==> config.mk <==
export PLATFORM = sky130hd
export DESIGN_NAME = rx_frame_header_classifier
export DESIGN_NICKNAME = d
export VERILOG_FILES = /design/src/sv/rfhc_pkg.sv /design/src/sv/rfhc_front.sv /design/src/sv/rfhc_queue.sv /design/src/sv/rfhc_back.sv /design/src/sv/rx_frame_header_classifier.sv
export SDC_FILE = /design/constraint.sdc
export NUM_CORES = 1
export LEC_CHECK = 0
export BUFFER_PORTS_ARGS = -buffer_cell sky130_fd_sc_hd__buf_2
export CORE_MARGIN = 2
export CORE_UTILIZATION = 65
export CTS_CLUSTER_DIAMETER = 80
export DETAILED_ROUTE_END_ITERATION = 6
export PLACE_DENSITY = 0.86
export SETUP_SLACK_MARGIN = 0.4
export SYNTH_ARGS = -nofsm -noshare
export SYNTH_HDL_FRONTEND = slang
export SYNTH_SLANG_ARGS = --single-unit
==> constraint.sdc <==
create_clock -name clk -period 8.1 [get_ports clk]
set_clock_uncertainty 0.15 [all_clocks]
set_input_delay 2.43 -clock clk [delete_from_list [all_inputs] [get_ports clk]]
set_output_delay 2.43 -clock clk [all_outputs]
set_load 0.05 [all_outputs]
==> src/sv/rfhc_pkg.sv <==
`timescale 1ns / 1ps
`default_nettype none
// ----------------------------------------------------------------------------
// rfhc_pkg: shared types and constants of the receive frame header classifier
// Transaction payloads, header snapshot and status codes.
// ----------------------------------------------------------------------------
package rfhc_pkg;

	localparam int unsigned MAX_FRAME_BYTES_DEF = 2047;

	localparam logic [15:0] TAG_TYPE      = 16'h8100;
	localparam logic [15:0] MIN_ETHERTYPE = 16'h0600;
	localparam logic [23:0] LLC_SNAP      = 24'hAAAA03;

	localparam int unsigned NUM_ERR_FLAGS = 7;

	localparam logic [3:0] ST_OK          = 4'd0;
	localparam logic [3:0] ST_CRC         = 4'd1;
	localparam logic [3:0] ST_UNSPEC      = 4'd8;
	localparam logic [3:0] ST_UNSUPPORTED = 4'd9;
	localparam logic [3:0] ST_SHORT       = 4'd10;

	localparam logic [4:0] OFF_II        = 5'd14;
	localparam logic [4:0] OFF_II_TAG    = 5'd18;
	localparam logic [4:0] OFF_SNAP      = 5'd22;
	localparam logic [4:0] OFF_SNAP_TAG  = 5'd26;

	typedef struct packed {
		logic [7:0] data_byte;
		logic       last_byte;
		logic       error_summary;
		logic [6:0] error_flags;
	} rx_item_t;

	typedef struct packed {
		logic [3:0]  frame_status;
		logic [15:0] protocol_type;
		logic        was_tagged;
		logic        was_snap;
		logic [4:0]  payload_offset;
		logic [10:0] payload_length;
	} result_t;

	// Header fields captured by the front end for one finished frame.
	typedef struct packed {
		logic        error_summary;
		logic [6:0]  error_flags;
		logic [15:0] outer_type;
		logic [15:0] inner_type;
		logic [23:0] llc_bytes;
		logic [15:0] snap_type;
	} hdr_t;

endpackage
`default_nettype wire

==> src/sv/rfhc_front.sv <==
`timescale 1ns / 1ps
`default_nettype none
// ----------------------------------------------------------------------------
// rfhc_front: byte intake and header capture
// Counts frame bytes and captures type, LLC and SNAP fields; on the last
// byte it hands a header snapshot and the frame length to the queue.
// ----------------------------------------------------------------------------
module rfhc_front #(
	parameter int unsigned MAX_FRAME_BYTES = rfhc_pkg::MAX_FRAME_BYTES_DEF,
	parameter int unsigned LEN_W = $clog2(MAX_FRAME_BYTES + 1)
) (
	input  wire logic             clk,
	input  wire logic             arst_n,
	input  wire logic             rx_valid,
	output logic                  rx_stall,
	input  wire rfhc_pkg::rx_item_t rx_item,
	output logic                  job_push,
	output rfhc_pkg::hdr_t        job_hdr,
	output logic [LEN_W-1:0]      job_len,
	input  wire logic             job_full
);
	import rfhc_pkg::*;

	logic [LEN_W-1:0] cnt_q;
	logic [15:0]      outer_q, inner_q, snap_q;
	logic [23:0]      llc_q;
	logic [15:0]      outer_n, inner_n, snap_n;
	logic [23:0]      llc_n;
	logic             is_tagged;
	logic [LEN_W-1:0] llc0, snp0;
	logic             take;
	logic             cnt_sat;

	assign rx_stall = job_full;
	assign take     = rx_valid && !rx_stall;
	assign cnt_sat  = (cnt_q == LEN_W'(MAX_FRAME_BYTES));

	// LLC and SNAP fields sit four bytes later behind a tag.
	assign is_tagged = (outer_q == TAG_TYPE);
	assign llc0      = is_tagged ? LEN_W'(18) : LEN_W'(14);
	assign snp0      = is_tagged ? LEN_W'(24) : LEN_W'(20);

	always_comb begin
		outer_n = outer_q;
		inner_n = inner_q;
		llc_n   = llc_q;
		snap_n  = snap_q;
		if (cnt_q == LEN_W'(12)) outer_n[15:8] = rx_item.data_byte;
		if (cnt_q == LEN_W'(13)) outer_n[7:0]  = rx_item.data_byte;
		if (cnt_q == LEN_W'(16)) inner_n[15:8] = rx_item.data_byte;
		if (cnt_q == LEN_W'(17)) inner_n[7:0]  = rx_item.data_byte;
		if (cnt_q == llc0)               llc_n[23:16] = rx_item.data_byte;
		if (cnt_q == llc0 + LEN_W'(1))   llc_n[15:8]  = rx_item.data_byte;
		if (cnt_q == llc0 + LEN_W'(2))   llc_n[7:0]   = rx_item.data_byte;
		if (cnt_q == snp0)               snap_n[15:8] = rx_item.data_byte;
		if (cnt_q == snp0 + LEN_W'(1))   snap_n[7:0]  = rx_item.data_byte;
	end

	assign job_push              = take && rx_item.last_byte;
	assign job_hdr.error_summary = rx_item.error_summary;
	assign job_hdr.error_flags   = rx_item.error_flags;
	assign job_hdr.outer_type    = outer_n;
	assign job_hdr.inner_type    = inner_n;
	assign job_hdr.llc_bytes     = llc_n;
	assign job_hdr.snap_type     = snap_n;
	assign job_len               = cnt_sat ? cnt_q : cnt_q + LEN_W'(1);

	always_ff @(posedge clk or negedge arst_n) begin
		if (!arst_n) begin
			cnt_q   <= '0;
			outer_q <= '0;
			inner_q <= '0;
			llc_q   <= '0;
			snap_q  <= '0;
		end else if (take) begin
			if (rx_item.last_byte) begin
				cnt_q   <= '0;
				outer_q <= '0;
				inner_q <= '0;
				llc_q   <= '0;
				snap_q  <= '0;
			end else begin
				if (!cnt_sat) cnt_q <= cnt_q + LEN_W'(1);
				outer_q <= outer_n;
				inner_q <= inner_n;
				llc_q   <= llc_n;
				snap_q  <= snap_n;
			end
		end
	end

endmodule
`default_nettype wire

==> src/sv/rfhc_queue.sv <==
`timescale 1ns / 1ps
`default_nettype none
// ----------------------------------------------------------------------------
// rfhc_queue: two-entry queue between front and back end
// Holds finished frame snapshots so either side can stall on its own.
// ----------------------------------------------------------------------------
module rfhc_queue #(
	parameter int unsigned DATA_W = 8
) (
	input  wire logic              clk,
	input  wire logic              arst_n,
	input  wire logic              push,
	input  wire logic [DATA_W-1:0] wr_data,
	output logic                   full,
	input  wire logic              pop,
	output logic [DATA_W-1:0]      rd_data,
	output logic                   not_empty
);
	logic [DATA_W-1:0] entry_q [2];
	logic              wr_ptr_q, rd_ptr_q;
	logic [1:0]        count_q;
	logic              do_push, do_pop;

	assign full      = (count_q == 2'd2);
	assign not_empty = (count_q != 2'd0);
	assign do_push   = push && !full;
	assign do_pop    = pop && not_empty;
	assign rd_data   = entry_q[rd_ptr_q];

	always_ff @(posedge clk) begin
		if (do_push) entry_q[wr_ptr_q] <= wr_data;
	end

	always_ff @(posedge clk or negedge arst_n) begin
		if (!arst_n) begin
			wr_ptr_q <= 1'b0;
			rd_ptr_q <= 1'b0;
			count_q  <= 2'd0;
		end else begin
			if (do_push) wr_ptr_q <= ~wr_ptr_q;
			if (do_pop)  rd_ptr_q <= ~rd_ptr_q;
			if (do_push && !do_pop)      count_q <= count_q + 2'd1;
			else if (do_pop && !do_push) count_q <= count_q - 2'd1;
		end
	end

endmodule
`default_nettype wire

==> src/sv/rfhc_back.sv <==
`timescale 1ns / 1ps
`default_nettype none
// ----------------------------------------------------------------------------
// rfhc_back: frame decode and result register
// Turns a header snapshot into status, protocol, offset and payload length.
// ----------------------------------------------------------------------------
module rfhc_back #(
	parameter int unsigned MAX_FRAME_BYTES = rfhc_pkg::MAX_FRAME_BYTES_DEF,
	parameter int unsigned LEN_W = $clog2(MAX_FRAME_BYTES + 1)
) (
	input  wire logic               clk,
	input  wire logic               arst_n,
	input  wire logic               job_avail,
	input  wire rfhc_pkg::hdr_t     job_hdr,
	input  wire logic [LEN_W-1:0]   job_len,
	output logic                    job_pop,
	output logic                    res_valid,
	input  wire logic               res_stall,
	output rfhc_pkg::result_t       res_item
);
	import rfhc_pkg::*;

	localparam int unsigned DW = (LEN_W > 11) ? LEN_W : 11;

	logic          res_valid_q;
	result_t       res_q;
	result_t       dec;
	logic          ready;
	logic [DW-1:0] len_x, diff;
	logic [3:0]    err_code;
	logic          is_tagged;
	logic [15:0]   typ;
	logic [4:0]    base;

	assign len_x = DW'(job_len);

	// Exactly one flag set maps to its code; anything else is unspecified.
	always_comb begin
		err_code = ST_UNSPEC;
		for (int b = 0; b < NUM_ERR_FLAGS; b++) begin
			if (job_hdr.error_flags == (7'd1 << b)) err_code = ST_CRC + 4'(b);
		end
	end

	assign is_tagged = (job_hdr.outer_type == TAG_TYPE);
	assign typ       = is_tagged ? job_hdr.inner_type : job_hdr.outer_type;
	assign base      = is_tagged ? OFF_II_TAG : OFF_II;

	always_comb begin
		dec = '0;
		dec.frame_status = ST_OK;
		if (job_hdr.error_summary) begin
			dec.frame_status = err_code;
		end else if (len_x < DW'(14)) begin
			dec.frame_status = ST_SHORT;
		end else if (is_tagged && len_x < DW'(18)) begin
			dec.frame_status = ST_SHORT;
		end else if (typ >= MIN_ETHERTYPE) begin
			dec.protocol_type  = typ;
			dec.payload_offset = base;
		end else if (len_x < DW'(base) + DW'(3)) begin
			dec.frame_status = ST_SHORT;
		end else if (job_hdr.llc_bytes != LLC_SNAP) begin
			dec.frame_status = ST_UNSUPPORTED;
		end else if (len_x < DW'(base) + DW'(8)) begin
			dec.frame_status = ST_SHORT;
		end else begin
			dec.was_snap       = 1'b1;
			dec.protocol_type  = job_hdr.snap_type;
			dec.payload_offset = is_tagged ? OFF_SNAP_TAG : OFF_SNAP;
		end
		dec.was_tagged = is_tagged && (dec.frame_status == ST_OK);
		if (dec.frame_status != ST_OK) begin
			dec.protocol_type  = '0;
			dec.was_snap       = 1'b0;
			dec.payload_offset = '0;
		end
		// Only used when the status is ok, where the length covers the offset.
		diff = len_x - DW'(dec.payload_offset);
		dec.payload_length = (diff > DW'(2047)) ? 11'h7FF : diff[10:0];
		if (dec.frame_status != ST_OK) dec.payload_length = '0;
	end

	assign ready   = !res_valid_q || !res_stall;
	assign job_pop = job_avail && ready;

	always_ff @(posedge clk or negedge arst_n) begin
		if (!arst_n) begin
			res_valid_q <= 1'b0;
		end else if (ready) begin
			res_valid_q <= job_avail;
		end
	end

	always_ff @(posedge clk) begin
		if (job_pop) res_q <= dec;
	end

	assign res_valid = res_valid_q;
	assign res_item  = res_q;

endmodule
`default_nettype wire

==> src/sv/rx_frame_header_classifier.sv <==
// A frame's last byte queues its snapshot; the back end then registers its result.
// Throughput: one byte per cycle and one result per cycle, each while not stalled.
// The input stalls only while the queue between front and back end is full.
// Reset (arst_n low) clears the byte counter, captured header fields and queue.
// No clearing pass: the block takes bytes in the first cycle after reset.
`timescale 1ns / 1ps
`default_nettype none
// ----------------------------------------------------------------------------
// rx_frame_header_classifier: receive frame header classifier
// Parses Ethernet II, tagged and LLC/SNAP headers and reports one result per frame.
// ----------------------------------------------------------------------------
module rx_frame_header_classifier #(
	parameter int unsigned MAX_FRAME_BYTES = rfhc_pkg::MAX_FRAME_BYTES_DEF
) (
	input  wire logic               clk,
	input  wire logic               arst_n,
	input  wire logic               rx_valid,
	output logic                    rx_stall,
	input  wire rfhc_pkg::rx_item_t rx_item,
	output logic                    res_valid,
	input  wire logic               res_stall,
	output rfhc_pkg::result_t       res_item
);
	import rfhc_pkg::*;

	localparam int unsigned LEN_W  = $clog2(MAX_FRAME_BYTES + 1);
	localparam int unsigned DATA_W = $bits(hdr_t) + LEN_W;

	logic              job_push, job_full, job_pop, job_avail;
	hdr_t              push_hdr, pop_hdr;
	logic [LEN_W-1:0]  push_len, pop_len;
	logic [DATA_W-1:0] pop_data;

	rfhc_front #(
		.MAX_FRAME_BYTES(MAX_FRAME_BYTES),
		.LEN_W(LEN_W)
	) u_front (
		.clk(clk),
		.arst_n(arst_n),
		.rx_valid(rx_valid),
		.rx_stall(rx_stall),
		.rx_item(rx_item),
		.job_push(job_push),
		.job_hdr(push_hdr),
		.job_len(push_len),
		.job_full(job_full)
	);

	rfhc_queue #(
		.DATA_W(DATA_W)
	) u_queue (
		.clk(clk),
		.arst_n(arst_n),
		.push(job_push),
		.wr_data({push_hdr, push_len}),
		.full(job_full),
		.pop(job_pop),
		.rd_data(pop_data),
		.not_empty(job_avail)
	);

	assign pop_hdr = pop_data[DATA_W-1:LEN_W];
	assign pop_len = pop_data[LEN_W-1:0];

	rfhc_back #(
		.MAX_FRAME_BYTES(MAX_FRAME_BYTES),
		.LEN_W(LEN_W)
	) u_back (
		.clk(clk),
		.arst_n(arst_n),
		.job_avail(job_avail),
		.job_hdr(pop_hdr),
		.job_len(pop_len),
		.job_pop(job_pop),
		.res_valid(res_valid),
		.res_stall(res_stall),
		.res_item(res_item)
	);

endmodule
`default_nettype wire

### Word-level counts from Yosys, hierarchy flattened

Memories as Yosys holds them, arrays and structs flattened.
Cells that the tools add are included.
Widths: inputs -> output; s select.

| cells by class | value |
|---|---|
| add/subtract/negate cells | 9 |
| order comparisons | 6 |
| eq/ne operators | 21 |
| muxes and demuxes | 51 |
| bitwise gates (word level) | 2 |
| reduce and logical (&&, ||, !) cells | 21 |

Operators with widths:

| kind | count |
|---|---|
| $mux 16 | 8 |
| $mux 8 | 9 |
| $mux 4 | 16 |
| $eq 11x11->1 | 5 |
| $mux 5 | 7 |
| $add 11x1->11 const B | 3 |
| $mux 11 | 3 |
| $eq 16x16->1 const B | 2 |
| $mux 24 | 1 |
| $ne 24x24->1 const B | 1 |
| $eq 11x4->1 const B | 2 |
| $eq 11x5->1 const B | 2 |
| $lt 11x11->1 | 2 |
| $mux 6 | 3 |
| $ge 16x11->1 const B | 1 |
| $add 11x2->11 const B | 1 |
| $eq 11x11->1 const B | 1 |
| $gt 11x11->1 const B | 1 |
| $lt 11x4->1 const B | 1 |
| $lt 11x5->1 const B | 1 |
| $sub 11x5->11 | 1 |
| $logic_and 1x1->1 | 9 |
| $eq 7x1->1 const B | 1 |
| $eq 7x2->1 const B | 1 |
| 20 further kinds | 28 |

| storage, ports and cells | value |
|---|---|
| register bits | 126 |
| memory bits (writable) | 182 |
| output and inout port bits | 40 |
| word-level logic and storage cells | 126 |
| memories kept | 1 |

Memory list:

| memory | words | width | rd ports | clocked after Yosys merged registers in | wr ports | line | RTL |
|---|---|---|---|---|---|---|---|
| u_queue.entry_q | 2 | 91 | 1 | 0 | 1 | rfhc_queue.sv:19 | `logic [DATA_W-1:0] entry_q [2];` |

### Logic depth before layout (Yosys ltp)

Gate-level depths: netlist of the first run.
An unclocked memory read counts as a cell.

| depth | value |
|---|---|
| depth in word-level cells | 17 |
| gate-level depth with buffers | 22 |

### Hierarchy

From an unflattened synthesis of the first run, not the netlist that was laid out.

| unflattened totals | value |
|---|---|
| cell total of the unflattened synthesis | 1109 |
| area total of the unflattened synthesis | 14550.2 µm² |

By module, submodules not included:

| module | instances | cells each | area an instance (µm²) | sequential area each (µm²) |
|---|---|---|---|---|
| rfhc_queue | 1 | 302 | 7164.4 | 5565.3 |
| rfhc_front | 1 | 582 | 5086.1 | 2077.0 |
| rfhc_back | 1 | 225 | 2299.7 | 1136.1 |

### Worst setup path before layout of the first run

No wires, ideal clock.

| timing path | value |
|---|---|
| path kind | in2reg |
| from | input port rx_item[8] (netlist name) |
| to | memory u_queue.entry_q[0][0] (netlist name), enable pin |
| arrival time | 6.888 ns |
| required time | 7.408 ns |
| path slack | 0.520 ns |
| cell stages on the path | 4 |
| path buffers | 2 |
| path through | clkbuf_1 -> clkbuf_1 -> nand2_1 -> nor2_1 |

| on the way | value |
|---|---|
| longest elaborated chain between the ends | 4 |

Ends and longest elaborated chain:

| item | line | RTL |
|---|---|---|
| start: declaration | rx_frame_header_classifier.sv:19 | `input wire rfhc_pkg::rx_item_t rx_item,` |
| $logic_and 1x1->1 | rfhc_front.sv:59 | `assign job_push = take && rx_item.last_byte;` |
| $logic_and 1x1->1 | rfhc_queue.sv:26 | `assign do_push = push && !full;` |
| $mux 1 | rfhc_queue.sv:31 | `if (do_push) entry_q[wr_ptr_q] <= wr_data;` |
| $mux 1 (not written as such) | rfhc_queue.sv:31 |  |
| end: declaration | rfhc_queue.sv:19 |  |

Every way passes these cells.

### Worst setup path after layout of the first run

| timing path | value |
|---|---|
| from | register u_queue.rd_ptr_q |
| to | register u_back.res_q, in the netlist u_back.res_item[10] (data pin) |

| on the way | value |
|---|---|
| longest elaborated chain between the ends | 17 |
| elaborated cells on any way between the ends | 47 |

Ends and longest elaborated chain:

| item | line | RTL |
|---|---|---|
| start: declaration | rfhc_queue.sv:20 | `logic wr_ptr_q, rd_ptr_q;` |
| start signal: assignment | rfhc_queue.sv:41 | `if (do_pop) rd_ptr_q <= ~rd_ptr_q;` |
| $mem_v2 2x91 * | - |  |
| $eq 16x16->1 | rfhc_back.sv:45 | `assign is_tagged = (job_hdr.outer_type == TAG_TYPE);` |
| $mux 5 | rfhc_back.sv:47 | `assign base = is_tagged ? OFF_II_TAG : OFF_II;` |
| $add 5x4->6 | rfhc_back.sv:65 | `end else if (len_x < DW'(base) + DW'(8)) begin` |
| $lt 11x11->1 | rfhc_back.sv:65 |  |
| $mux 4 | rfhc_back.sv:65 |  |
| $mux 4 | rfhc_back.sv:63 | `end else if (job_hdr.llc_bytes != LLC_SNAP) begin` |
| $mux 4 | rfhc_back.sv:61 | `end else if (len_x < DW'(base) + DW'(3)) begin` |
| $mux 4 | rfhc_back.sv:58 | `end else if (typ >= MIN_ETHERTYPE) begin` |
| $mux 4 | rfhc_back.sv:56 | `end else if (is_tagged && len_x < DW'(18)) begin` |
| $mux 4 | rfhc_back.sv:54 | `end else if (len_x < DW'(14)) begin` |
| $mux 4 | rfhc_back.sv:52 | `if (job_hdr.error_summary) begin` |
| $reduce_bool 4->1 | rfhc_back.sv:73, rfhc_back.sv:81 |  |
| $mux 5 | rfhc_back.sv:73 | `if (dec.frame_status != ST_OK) begin` |
| $sub 11x5->11 | rfhc_back.sv:79 | `diff = len_x - DW'(dec.payload_offset);` |
| $gt 11x11->1 | rfhc_back.sv:80 | `dec.payload_length = (diff > DW'(2047)) ? 11'h7FF : diff[10:0];` |
| $mux 11 | rfhc_back.sv:80 |  |
| end signal: assignment | rfhc_back.sv:96 | `if (job_pop) res_q <= dec;` |
| end: declaration | rfhc_back.sv:26 | `result_t res_q;` |

Every way passes the cells marked *; elsewhere a longest branch is shown, timed or not.
A chain may end at the register's enable or synchronous reset.

==> impl_summary.txt, run 1 <==
----------------------------------------------------
[Logic synthesis]
  Multiplexer fraction of the synthesized cell area ... 0.0927
  Synthesized area ... between 10000 and 15000 µm²
  Main area contributors after synthesis ... edfxtp_1, dfrtp_1, mux2_2
  FFs w/ async S/R, synth ... 0.287
  Main combinational cell family by area after synthesis ... simple AND/OR/NAND/NOR gates
  Number of distinct standard cells referenced by the synthesized netlist ... 76
  Complex-gate fraction of the synthesized area ... 0.112
  Net count after synthesis ... 1132
  Most used standard cells in the synthesized netlist ... edfxtp_1, nand2_1, dfrtp_1, o21ai_0, mux2_2
  Most frequent cell after synthesis ... edfxtp_1
  Synth Register Bits ... 307
  Number of flops mapped to enable cells by yosys ... ~220
  Number of instances in the synthesized netlist ... 1098
  Share of synthesized cell area in full adder, half adder and majority cells ... 0.0121
  Simple logic cell fraction of the synthesized area ... 0.113
  Share of the synthesized area in the top cell type ... 0.468
  Seq/Total Area, Yosys ... 0.625
  XOR/XNOR share of the synthesized area ... 0.0175
  Synthesized area per cell ... about 13 µm²
  Leading area contributor after synthesis ... edfxtp_1
  Count of synthesis-stage warnings from yosys ... 0
  Ys flop type ... edfxtp_1

[Setup path]
  Worst Setup Start Kind ... register
  Data required time at the worst endpoint ... 8.23 ns
  Worst Path Arrival ... 5.69 ns
  Capturing element type of the critical path ... register
  Category of the critical setup timing path ... register to register
  Critical path peak fanout ... 61

[STA]
  Final setup margin ... between 2 and 3 ns
  Final Hold Viols ... 0
  Setup repair after global routing missed its margin ... no
  Period minus WS final ... roughly 5.6 ns
  Final Hold Slack ... about 0.33 ns
  Aggregate negative setup slack ... 0 ns
  Worst Max-Slew Pin Slew ... around 1.3 ns
  Period Utilization, post-route ... 0.686
  Max-slew violations ... 0
  Setup violation total in the final timing report ... 0
  Fmax ... ~180 MHz
  Slew HR ... 0.100

[Power and ir drop]
  Leakage power summed over all cells ... roughly 6 nW
  Power density cells ... approximately 320 nW/µm²
  Final Power ... between 4 and 5 mW
  Worst VDD drop ... 0.246 mV

[Global routing]
  First-pass GRT wire length ... 48.9 mm
  Total routing usage reported by global routing ... 0.279
  Number of global-route vias before repair ... between 9000 and 10000
  Grt total ovfl ... 0
  Maximum number of pins on one net before global-route repair ... about 70
  Number of antenna violations at the first check in global routing ... 0

[Clock tree]
  Number of buffers on the longest clock path ... 3
  Number of gates given a new drive strength after cts ... 0
  Cts bufs inserted ... 30
  Num Clock Sinks ... just over 300
  CTS tree ... built
  CTS Hold Bufs ... 0
  Cell chosen for the clock root ... clkbuf_16
  Reg clk slew, reported paths ... 0.06 ns
  Later-pin clock latency in the skew report ... approximately 0.55 ns
  CTS H-tree lvls ... 1
  Post CTS Setup Buffer Count ... 0

[Route]
  Post-detailed-route count of antenna-violating nets ... 0
  Count of unresolved DRC violations after routing ... 0
  Via-per-instance ratio ... between 6 and 7
  Via count ... a little over 9000
  Met3 WL post-DR ... roughly 2.4 mm
  Routed length on met2 ... 15.0 mm
  Drt total wl ... approximately 31 mm
  Top layer used by detailed routing ... met4
  Wl on met1 ... 13.0 mm
  Per-cell routed wire length ... about 22 µm
  Number of detailed-routing iterations run before antenna repair ... 5
  Number of DRC violations after detailed-routing iteration 0 ... roughly 1100

[Final layout]
  Ratio of cells with drive above 1 in the final layout ... 0.184
  Fillers ... about 1300
  Finished Core Util ... 0.738
  Antenna Diode Count ... 0
  Nets@finish ... between 1000 and 1500
  Layout overhead on the synthesized area ... 10.8%
  Multi-input logic area ... 4910 µm²
  Sequential cell area ... around 9000 µm²

[Job]
  Number of max-cap violations ... 0

[Die]
  Std cell rows ... 53
  IO Pins ... just over 60
  Horizontal die dimension ... 151 µm
  Initial Util ... 0.666
  Die outline area ... 22800 µm²
  Vert. Die Dim ... ~150 µm
  Placeable core area ... between 20000 and 25000 µm²

[Placement]
  Minimum setup slack after placement ... 2.63 ns
  Global placement routability congestion ... slightly below 0.9
  Post-DP HPWL ... between 15 and 20 mm
  Number of input and output port buffers inserted ... roughly 60

[Worst hold path]
  Hold/Removal Path Class ... register to register

[Run status]
  Run status ... completed

----------------------------------------------------
report_power, final:
| part | switching (mW) | leakage [nW] | internal [mW] |
|---|---|---|---|
| registers | 0.167 | 3.27 | 2.01 |
| clock network | 0.568 | 0.536 | 0.929 |
| logic | 0.921 | 2.25 | 0.403 |
| total | 1.66 | 6.06 | 3.34 |
worst max-delay path, cell delays in order (launching register included):
cell	delay [ns]
dfrtp_4	0.75
nor3_1	0.43
nand3_1	0.23
a211oi_4	0.38
inv_1	0.18
ha_1	0.33
a21o_1	0.11
a31oi_1	0.03
o21ai_0	0.27
nand3_1	0.39
or4_1	0.56
o31a_1	0.14
ha_1	0.34
o21ai_0	0.12
a21boi_0	0.21
nor4_1	0.39
xor2_1	0.21
nor2_2	0.05
layout make-up:
class,count,share of cell area
Tap cell,275,0.0221
Sequential cell,307,0.564
Clock inverter,11,0.0117
Timing Repair Buffer,69,0.0239
Multi-Input combinational cell,701,0.315
Inverter,19,0.00458
Clock buffer,45,0.0583
flip-flops by register name (all words and copies together) (netlist names):
signal,cells
u_front.outer_q,16
u_back.res_valid,1
u_front.snap_q,16
u_front.llc_q,24
u_queue.rd_ptr_q,1
u_queue.wr_ptr_q,1
u_queue.count_q,2
u_front.cnt_q,11
u_back.res_item,37
u_front.inner_q,16
u_queue.entry_q,182
metal layers:
metal  global-route usage  vias up
li1                     -     4199
met1                0.397     4551
met2                0.450      430
met3               0.0440       72
met4               0.0855        0
met5                    0        -
cell families (layout without fill, tap and decap cells):
| kind of cell | Yosys count | in the layout |
|---|---|---|
| XOR/XNOR | 28 | 28 |
| flip-flops | 307 | 307 |
| AND/OR/NAND/NOR | 308 | 308 |
| multiplexers | 122 | 122 |
| other | 1 | 1 |
| AO/OA/AOI/OAI | 229 | 229 |
| adder cells (fa/ha/maj) | 13 | 13 |
| buffers and inverters | 90 | 144 |
through the flow:
stage | cells | area [µm²]
floorplan | 1098 | 14000
global placement | 1371 | 14500
detailed placement | 1371 | 14500
CTS | 1427 | 15600
global route | 1427 | 15600
finish | 1427 | 15600
path summary, 6_finish.rpt:
check / startpoint / end / slack, ns / cells past startpoint
worst max-delay path: u_queue.rd_ptr_q / u_back.res_item[10] / 2.55 / 17
worst min-delay path: u_front.inner_q[15] / u_front.inner_q[15] / 0.33 / 2
worst max register to register: u_queue.rd_ptr_q / u_back.res_item[10] / 2.55 / 17
worst min register to register: u_front.inner_q[15] / u_front.inner_q[15] / 0.33 / 2
max in group asynchronous: arst_n / u_front.llc_q[2] / 5.01 / 2
min in group asynchronous: arst_n / u_front.snap_q[1] / 1.60 / 1
cell usage in the layout, fill, tap and decap left out, types with 15 or more instances in the layout:
master	Yosys	final
a21oi_1	25	25
mux2i_1	57	57
edfxtp_1	219	219
xnor2_1	15	15
clkbuf_16	0	31
a22o_1	22	22
dfrtp_1	88	87
nand3_1	17	17
a22oi_1	41	41
inv_1	17	17
buf_2	15	58
o21ai_0	70	69
mux2_2	65	65
nor2_1	37	36
nand2_1	129	128
Power figures use the tool's default switching activity.
==> run 2: changes to the inputs <==
ABC_AREA = 1   (was not set)
CORE_UTILIZATION = 62   (was 65)
PLACE_DENSITY = 0.83   (was 0.86)
clock period = 5.7 ns   (was 8.1 ns; I/O delays follow)
==> run 2 against run 1 <==
Net effect:
- worst hold slack worse by 0.0075 ns
- non-clock buffer count is 4 higher
- global-route usage is 0.57 points lower
- combinational power is 70% higher
- highest routed layer unchanged
- critical path type unchanged
- fmax is 15% higher
- largest cell class unchanged
==> impl_summary.txt, run 2 <==
----------------------------------------------------
[Logic synthesis]
  FFs w/ async S/R, synth ... 0.287
  Leading area contributor after synthesis ... edfxtp_1
  Most frequent cell after synthesis ... nand2_1
  Complex-gate fraction of the synthesized area ... 0.0703
  Simple logic cell fraction of the synthesized area ... 0.210
  XOR/XNOR share of the synthesized area ... 0.0131
  Synth Register Bits ... slightly above 300
  Net count after synthesis ... between 1000 and 1500
  Number of flops mapped to enable cells by yosys ... approximately 220
  Ys flop type ... edfxtp_1
  Multiplexer fraction of the synthesized cell area ... 0.00928
  Count of synthesis-stage warnings from yosys ... 0
  Share of the synthesized area in the top cell type ... 0.469
  Seq/Total Area, Yosys ... 0.626
  Number of instances in the synthesized netlist ... between 1000 and 1500
  Most used standard cells in the synthesized netlist ... nand2_1, edfxtp_1, inv_1, nand3_1, dfrtp_1
  Synthesized area ... approximately 14000 µm²
  Number of distinct standard cells referenced by the synthesized netlist ... 48
  Synthesized area per cell ... roughly 10 µm²
  Share of synthesized cell area in full adder, half adder and majority cells ... 0.0121
  Main combinational cell family by area after synthesis ... simple AND/OR/NAND/NOR gates
  Main area contributors after synthesis ... edfxtp_1, dfrtp_1, nand2_1

[Route]
  Number of DRC violations after detailed-routing iteration 0 ... 1077
  Via-per-instance ratio ... between 5 and 6
  Drt total wl ... 31.7 mm
  Number of detailed-routing iterations run before antenna repair ... 6
  Per-cell routed wire length ... ~18 µm
  Count of unresolved DRC violations after routing ... 0
  Post-detailed-route count of antenna-violating nets ... 0
  Via count ... around 10000

[Global routing]
  Grt total ovfl ... 0
  Number of global-route vias before repair ... ~10000
  Number of antenna violations at the first check in global routing ... 1
  First-pass GRT wire length ... between 50 and 60 mm
  Total routing usage reported by global routing ... 0.273
  Maximum number of pins on one net before global-route repair ... 92

[Final layout]
  Most frequent standard cell in the layout excluding fill and tap cells ... nand2_1
  Reg with most FFs ... u_queue.entry_q
  Ratio of cells with drive above 1 in the final layout ... 0.112
  Fillers ... between 1500 and 2000
  Layout overhead on the synthesized area ... 11.4%
  Finished Core Util ... 0.696
  Top library cells by usage in the layout, fill and taps aside ... nand2_1, edfxtp_1, inv_1
  Final instance count without filler cells ... about 1800
  Antenna Diode Count ... 0
  Flip-flop count of the largest register, all copies and words added ... approximately 180
  Nets@finish ... about 1500

[Setup path]
  Critical path peak fanout ... 53
  WP buf/inv ... 3
  Crit-path leading delay family ... simple AND/OR/NAND/NOR gates
  Most used cell, CP ... nand2_1
  Crit path max-delay cell type ... dfrtp_2
  Category of the critical setup timing path ... register to register
  Data required time at the worst endpoint ... roughly 6 ns
  CP max stage delay ... ~0.44 ns
  Worst Path Arrival ... between 4 and 5 ns
  Worst Setup Start Kind ... register
  Capturing element type of the critical path ... register

[Placement]
  Global placement routability congestion ... approximately 0.90
  Post-DP HPWL ... between 20 and 25 mm
  Number of input and output port buffers inserted ... between 50 and 60
  Placed Cells ... between 1500 and 2000

[STA]
  Setup violation total in the final timing report ... 0
  Slew HR ... 0.309
  Period minus WS final ... roughly 4.8 ns
  Fmax ... just over 200 MHz
  Final Hold Slack ... about 0.33 ns
  Final Hold Viols ... 0
  Max-slew violations ... 0
  Setup repair after global routing missed its margin ... no
  Aggregate negative setup slack ... 0 ns
  Period Utilization, post-route ... 0.846
  Worst Max-Slew Pin Slew ... between 1 and 1.5 ns

[Die]
  Std cell rows ... between 50 and 60
  Horizontal die dimension ... approximately 150 µm
  Initial Util ... 0.625
  Vert. Die Dim ... 154 µm
  Die outline area ... roughly 24000 µm²
  IO Pins ... slightly above 60
  Placeable core area ... around 22000 µm²

[Clock tree]
  Cts bufs inserted ... 31
  CTS Hold Bufs ... 0
  Reg clk slew, reported paths ... approximately 0.060 ns
  Later-pin clock latency in the skew report ... roughly 0.55 ns
  Num Clock Sinks ... 307
  CTS tree ... built
  Cell chosen for the clock root ... clkbuf_16
  Number of buffers on the longest clock path ... 3
  CTS H-tree lvls ... 1

[Power and ir drop]
  Leakage power summed over all cells ... between 6 and 7 nW
  Power density cells ... between 400 and 500 nW/µm²
  Final Power ... a little over 7 mW
  Worst VDD drop ... ~0.33 mV

[Worst hold path]
  Hold/Removal Path Class ... register to register

[Job]
  Number of max-cap violations ... 0

[Run status]
  Run status ... completed

----------------------------------------------------
==> run 2: cell types whose count changed in the layout (fill, tap and decap cells not counted), sizes merged, moves of 10 or more <==
cell    before  now
o22ai        2   17
nand2b      14    0
mux2        65    0
a22oi       41    0
and3b       10    0
mux2i       57   13
nor2b       10    0
nor2        46   88
and2         7   17
o211ai      15    0
inv         18  145
nand2      129  439
nand3       17   94
==> run 2: worst register-to-register path, stage by stage, from the launching register on <==
cell and delay [ns]:
dfrtp_2 0.44, buf_6 0.25, nand2_1 0.17, nand2_1 0.08, nor2_1 0.14, nand2_1 0.13
nor2_1 0.23, nand2_2 0.18, inv_2 0.11, ha_1 0.24, a21oi_1 0.11, o21ai_0 0.08
nand2_1 0.16, nand3_2 0.10, nand3_2 0.15, nand2_8 0.17, inv_2 0.14, nand2_1 0.08
ha_1 0.35, a21oi_1 0.16, nand2_1 0.09, nand2_1 0.07, nand2_1 0.08, or3_1 0.35
nor3_1 0.19, xnor2_1 0.14, nor2_1 0.05
==> run 2: power breakdown <==
part / leakage, nW / switching, mW / internal, mW
clock network: 0.519 / 0.835 / 1.23
registers: 3.30 / 0.106 / 2.81
logic: 3.13 / 1.71 / 0.541
total: 6.95 / 2.65 / 4.58
==> run 2: what timing repair did <==
action	CTS	global route
endpoints found under the setup margin	0	2
gates resized for setup	0	4
buffers inserted	0	0
==> run 2: logic make-up (layout without fill, tap and decap cells) <==
| family | after synthesis | in the layout |
|---|---|---|
| adders and majority gates | 13 | 13 |
| AOI/OAI and AO/OA | 161 | 161 |
| DFF | 307 | 307 |
| and+or+nand+nor | 690 | 690 |
| buffers and inverters | 194 | 274 |
| xor gates and xnor gates | 21 | 21 |
| other | 1 | 1 |
| muxes | 13 | 13 |
==> run 2: final timing paths <==
check                                      end  cells after the start              start  slack [ns]
setup / recovery           u_back.res_item[10]                     26   u_queue.rd_ptr_q        0.88
hold / removal               u_front.llc_q[18]                      2  u_front.llc_q[18]        0.33
setup reg to reg           u_back.res_item[10]                     26   u_queue.rd_ptr_q        0.88
hold reg to reg              u_front.llc_q[18]                      2  u_front.llc_q[18]        0.33
max in group asynchronous     u_front.cnt_q[8]                      2             arst_n        3.32
min in group asynchronous   u_front.inner_q[3]                      1             arst_n        1.06
==> run 2: through the flow <==
step	area [µm²]	setup slack (ns)
floorplan	14000	-0.896
global placement	14600	0.885
detailed placement	14600	0.664
CTS	15600	0.621
global route	15600	0.428
finish	15600	0.875
==> run 2: routing by layer <==
metal / track usage / share of wire
met1: 0.346 / 0.39
met4: 0.110 / 0.044
met2: 0.471 / 0.49
met3: 0.0471 / 0.078
met5: 0 / 0
==> run 2: cell type report <==
| class | instances | area (µm²) | area share |
|---|---|---|---|
| Clock buffer | 42 | 890 | 0.0569 |
| Clock inverter | 16 | 160 | 0.0103 |
| Inverter | 143 | 542 | 0.0347 |
| Multi-Input combinational cell | 899 | 4460 | 0.286 |
| Sequential cell | 307 | 8780 | 0.562 |
| Tap cell | 285 | 357 | 0.0228 |
| Timing Repair Buffer | 73 | 432 | 0.0276 |
==> run 3: changes to the inputs <==
clock period = 5.05 ns   (was 5.7 ns; I/O delays follow)
==> run 3 against run 2 <==
Net effect:
- routed wire length rose by 0.81%
- sequential cell count unchanged
- first-iteration DRC count fell by 4.4%
- largest cell class unchanged
==> impl_summary.txt, run 3 (same netlist as run 2, synthesis figures left out) <==
----------------------------------------------------
[Final layout]
  Nets@finish ... between 1000 and 1500
  Most frequent standard cell in the layout excluding fill and tap cells ... nand2_1
  Top library cells by usage in the layout, fill and taps aside ... nand2_1, edfxtp_1, inv_1
  Ratio of cells with drive above 1 in the final layout ... 0.113
  Layout overhead on the synthesized area ... 10.9%
  Reg with most FFs ... u_queue.entry_q
  Antenna Diode Count ... 0
  Flip-flop count of the largest register, all copies and words added ... about 180

[Power and ir drop]
  Part of the total power dissipated in the clock network ... 0.267
  Power density cells ... slightly above 500 nW/µm²
  Net switching share of the total power ... 0.370
  Worst VDD drop ... 0.401 mV
  Share of power burned in combinational logic ... 0.322
  Internal power ... approximately 5.0 mW
  Final Power ... roughly 8 mW
  Net switching power of the design ... 2.96 mW
  Leakage power summed over all cells ... roughly 6.9 nW
  Seq pwr share ... 0.411

[Die]
  IO Pins ... 61
  Vert. Die Dim ... between 150 and 200 µm
  Die outline area ... between 20000 and 25000 µm²
  Std cell rows ... between 50 and 60
  Horizontal die dimension ... approximately 150 µm
  Placeable core area ... around 22000 µm²
  Initial Util ... 0.625

[Setup path]
  Capturing element type of the critical path ... register
  Critical path peak fanout ... 31
  Worst Path Arrival ... between 4 and 5 ns
  Internal reg-to-reg setup slack ... 0.74 ns
  Reg-to-reg critical path startpoint ... u_queue.rd_ptr_q
  Critical Path Source ... u_queue.rd_ptr_q
  Worst R2R End ... u_back.res_item[10]
  Worst Setup Start Kind ... register
  Category of the critical setup timing path ... register to register
  Cells on worst reg2reg path ... 20
  Data required time at the worst endpoint ... roughly 5.2 ns

[Clock tree]
  CTS H-tree lvls ... 1
  Later-pin clock latency in the skew report ... 0.55 ns
  Reg clk slew, reported paths ... approximately 0.06 ns
  Number of buffers on the longest clock path ... 3
  Cell chosen for the clock root ... clkbuf_16
  Cts bufs inserted ... 29
  CTS tree ... built
  Num Clock Sinks ... 307

[Route]
  Count of unresolved DRC violations after routing ... 0
  Post-detailed-route count of antenna-violating nets ... 0
  Number of detailed-routing iterations run before antenna repair ... 6
  Number of DRC violations after detailed-routing iteration 0 ... around 1000
  Via count ... 10200
  Drt total wl ... between 30 and 40 mm
  Via-per-instance ratio ... approximately 5.8
  Per-cell routed wire length ... approximately 18 µm

[STA]
  Fmax ... 232 MHz
  Period minus WS final ... around 4.3 ns
  Final Hold Viols ... 0
  Slew HR ... 0.392
  Worst Max-Slew Pin Slew ... 0.902 ns
  Setup violation total in the final timing report ... 0
  Period Utilization, post-route ... 0.854
  Setup repair after global routing missed its margin ... no
  Max-slew violations ... 0
  Aggregate negative setup slack ... 0 ns

[Worst hold path]
  Hold worst-path end ... u_front.llc_q[0]
  Worst Min Path Start ... u_front.llc_q[0]
  Min-Delay Path Depth ... 2
  Hold/Removal Path Class ... register to register

[Run status]
  Run status ... completed

[Global routing]
  First-pass GRT wire length ... ~51 mm
  Grt total ovfl ... 0
  Total routing usage reported by global routing ... 0.272
  Maximum number of pins on one net before global-route repair ... between 90 and 100
  Number of antenna violations at the first check in global routing ... 0
  Number of global-route vias before repair ... roughly 9800

[Placement]
  Post-DP HPWL ... between 20 and 25 mm
  Number of input and output port buffers inserted ... just under 60
  Global placement routability congestion ... between 0.9 and 1

[Job]
  Number of max-cap violations ... 0

----------------------------------------------------
-- run 3: repair_timing --
action                                  in CTS  in global routing
endpoints found under the setup margin       0                  4
hold buffers                                 0                  0
resized for setup                            0                  4
buffers inserted                             0                  3
-- run 3: critical path, cell delays in order, from the launching register on --
cell     delay, ns
dfrtp_2       0.44
inv_4         0.26
buf_4         0.30
nand3_1       0.12
o21ai_0       0.34
nand2_1       0.12
nor3_2        0.41
nand3_2       0.15
nand3_2       0.13
nand2_4       0.05
inv_2         0.08
nand2_1       0.05
ha_1          0.34
a21oi_1       0.16
nand2_1       0.10
nand2_1       0.07
nand2_1       0.07
or3_1         0.36
nor3_2        0.15
xnor2_1       0.13
nor2_1        0.05
-- run 3: metal layers --
metal  wire length (µm)  track usage  vias to the layer above  share of wire
met5                  0            0                        -              0
met1              12900        0.365                     4896           0.40
li1                   -            -                     4795              -
met4               1240       0.0979                        0          0.039
met3               2430       0.0437                       97          0.076
met2              15400        0.455                      429           0.48
-- run 3: area by class of cell --
| type | count | area [µm²] |
|---|---|---|
| Clock inverter | 9 | 124 |
| Inverter | 143 | 539 |
| Clock buffer | 43 | 798 |
| Fill cell | 1586 | 6890 |
| Sequential cell | 307 | 8780 |
| Timing Repair Buffer | 81 | 488 |
| Multi-Input combinational cell | 899 | 4460 |
| Tap cell | 285 | 357 |
-- run 3: power by group through the flow --
stage               Combinational (mW)  Sequential, mW  Clock, mW
floorplan                         1.41            3.87          0
global placement                  2.48            3.34          0
detailed placement                2.53            3.35          0
CTS                               2.54            3.30       2.14
global route                      2.79            3.32       2.24
finish                            2.57            3.29       2.14
-- run 3: worst max-delay path by stage --
stage | end | slack [ns]
2_1_floorplan | u_queue.entry_q[0][0] | 0.16
3_3_place_gp | u_back.res_item[10] | 0.69
3_5_place_dp | u_back.res_item[10] | 0.51
4_1_cts | u_back.res_item[10] | 0.48
5_1_grt | u_back.res_item[10] | 0.42
6_report | u_back.res_item[10] | 0.74
-- run 3: per-stage QoR --
step | hold slack [ns] | worst slack [ns] | util | std cells | area (µm²)
6_report | 0.328 | 0.736 | 0.693 | 1767 | 15500
3_5_place_dp | 0.315 | 0.508 | 0.650 | 1712 | 14600
4_1_cts | 0.332 | 0.476 | 0.692 | 1764 | 15500
2_1_floorplan | 0.299 | 0.165 | - | 1400 | 14000
3_3_place_gp | 0.311 | 0.691 | 0.650 | 1712 | 14600
5_1_grt | 0.343 | 0.416 | 0.693 | 1767 | 15500
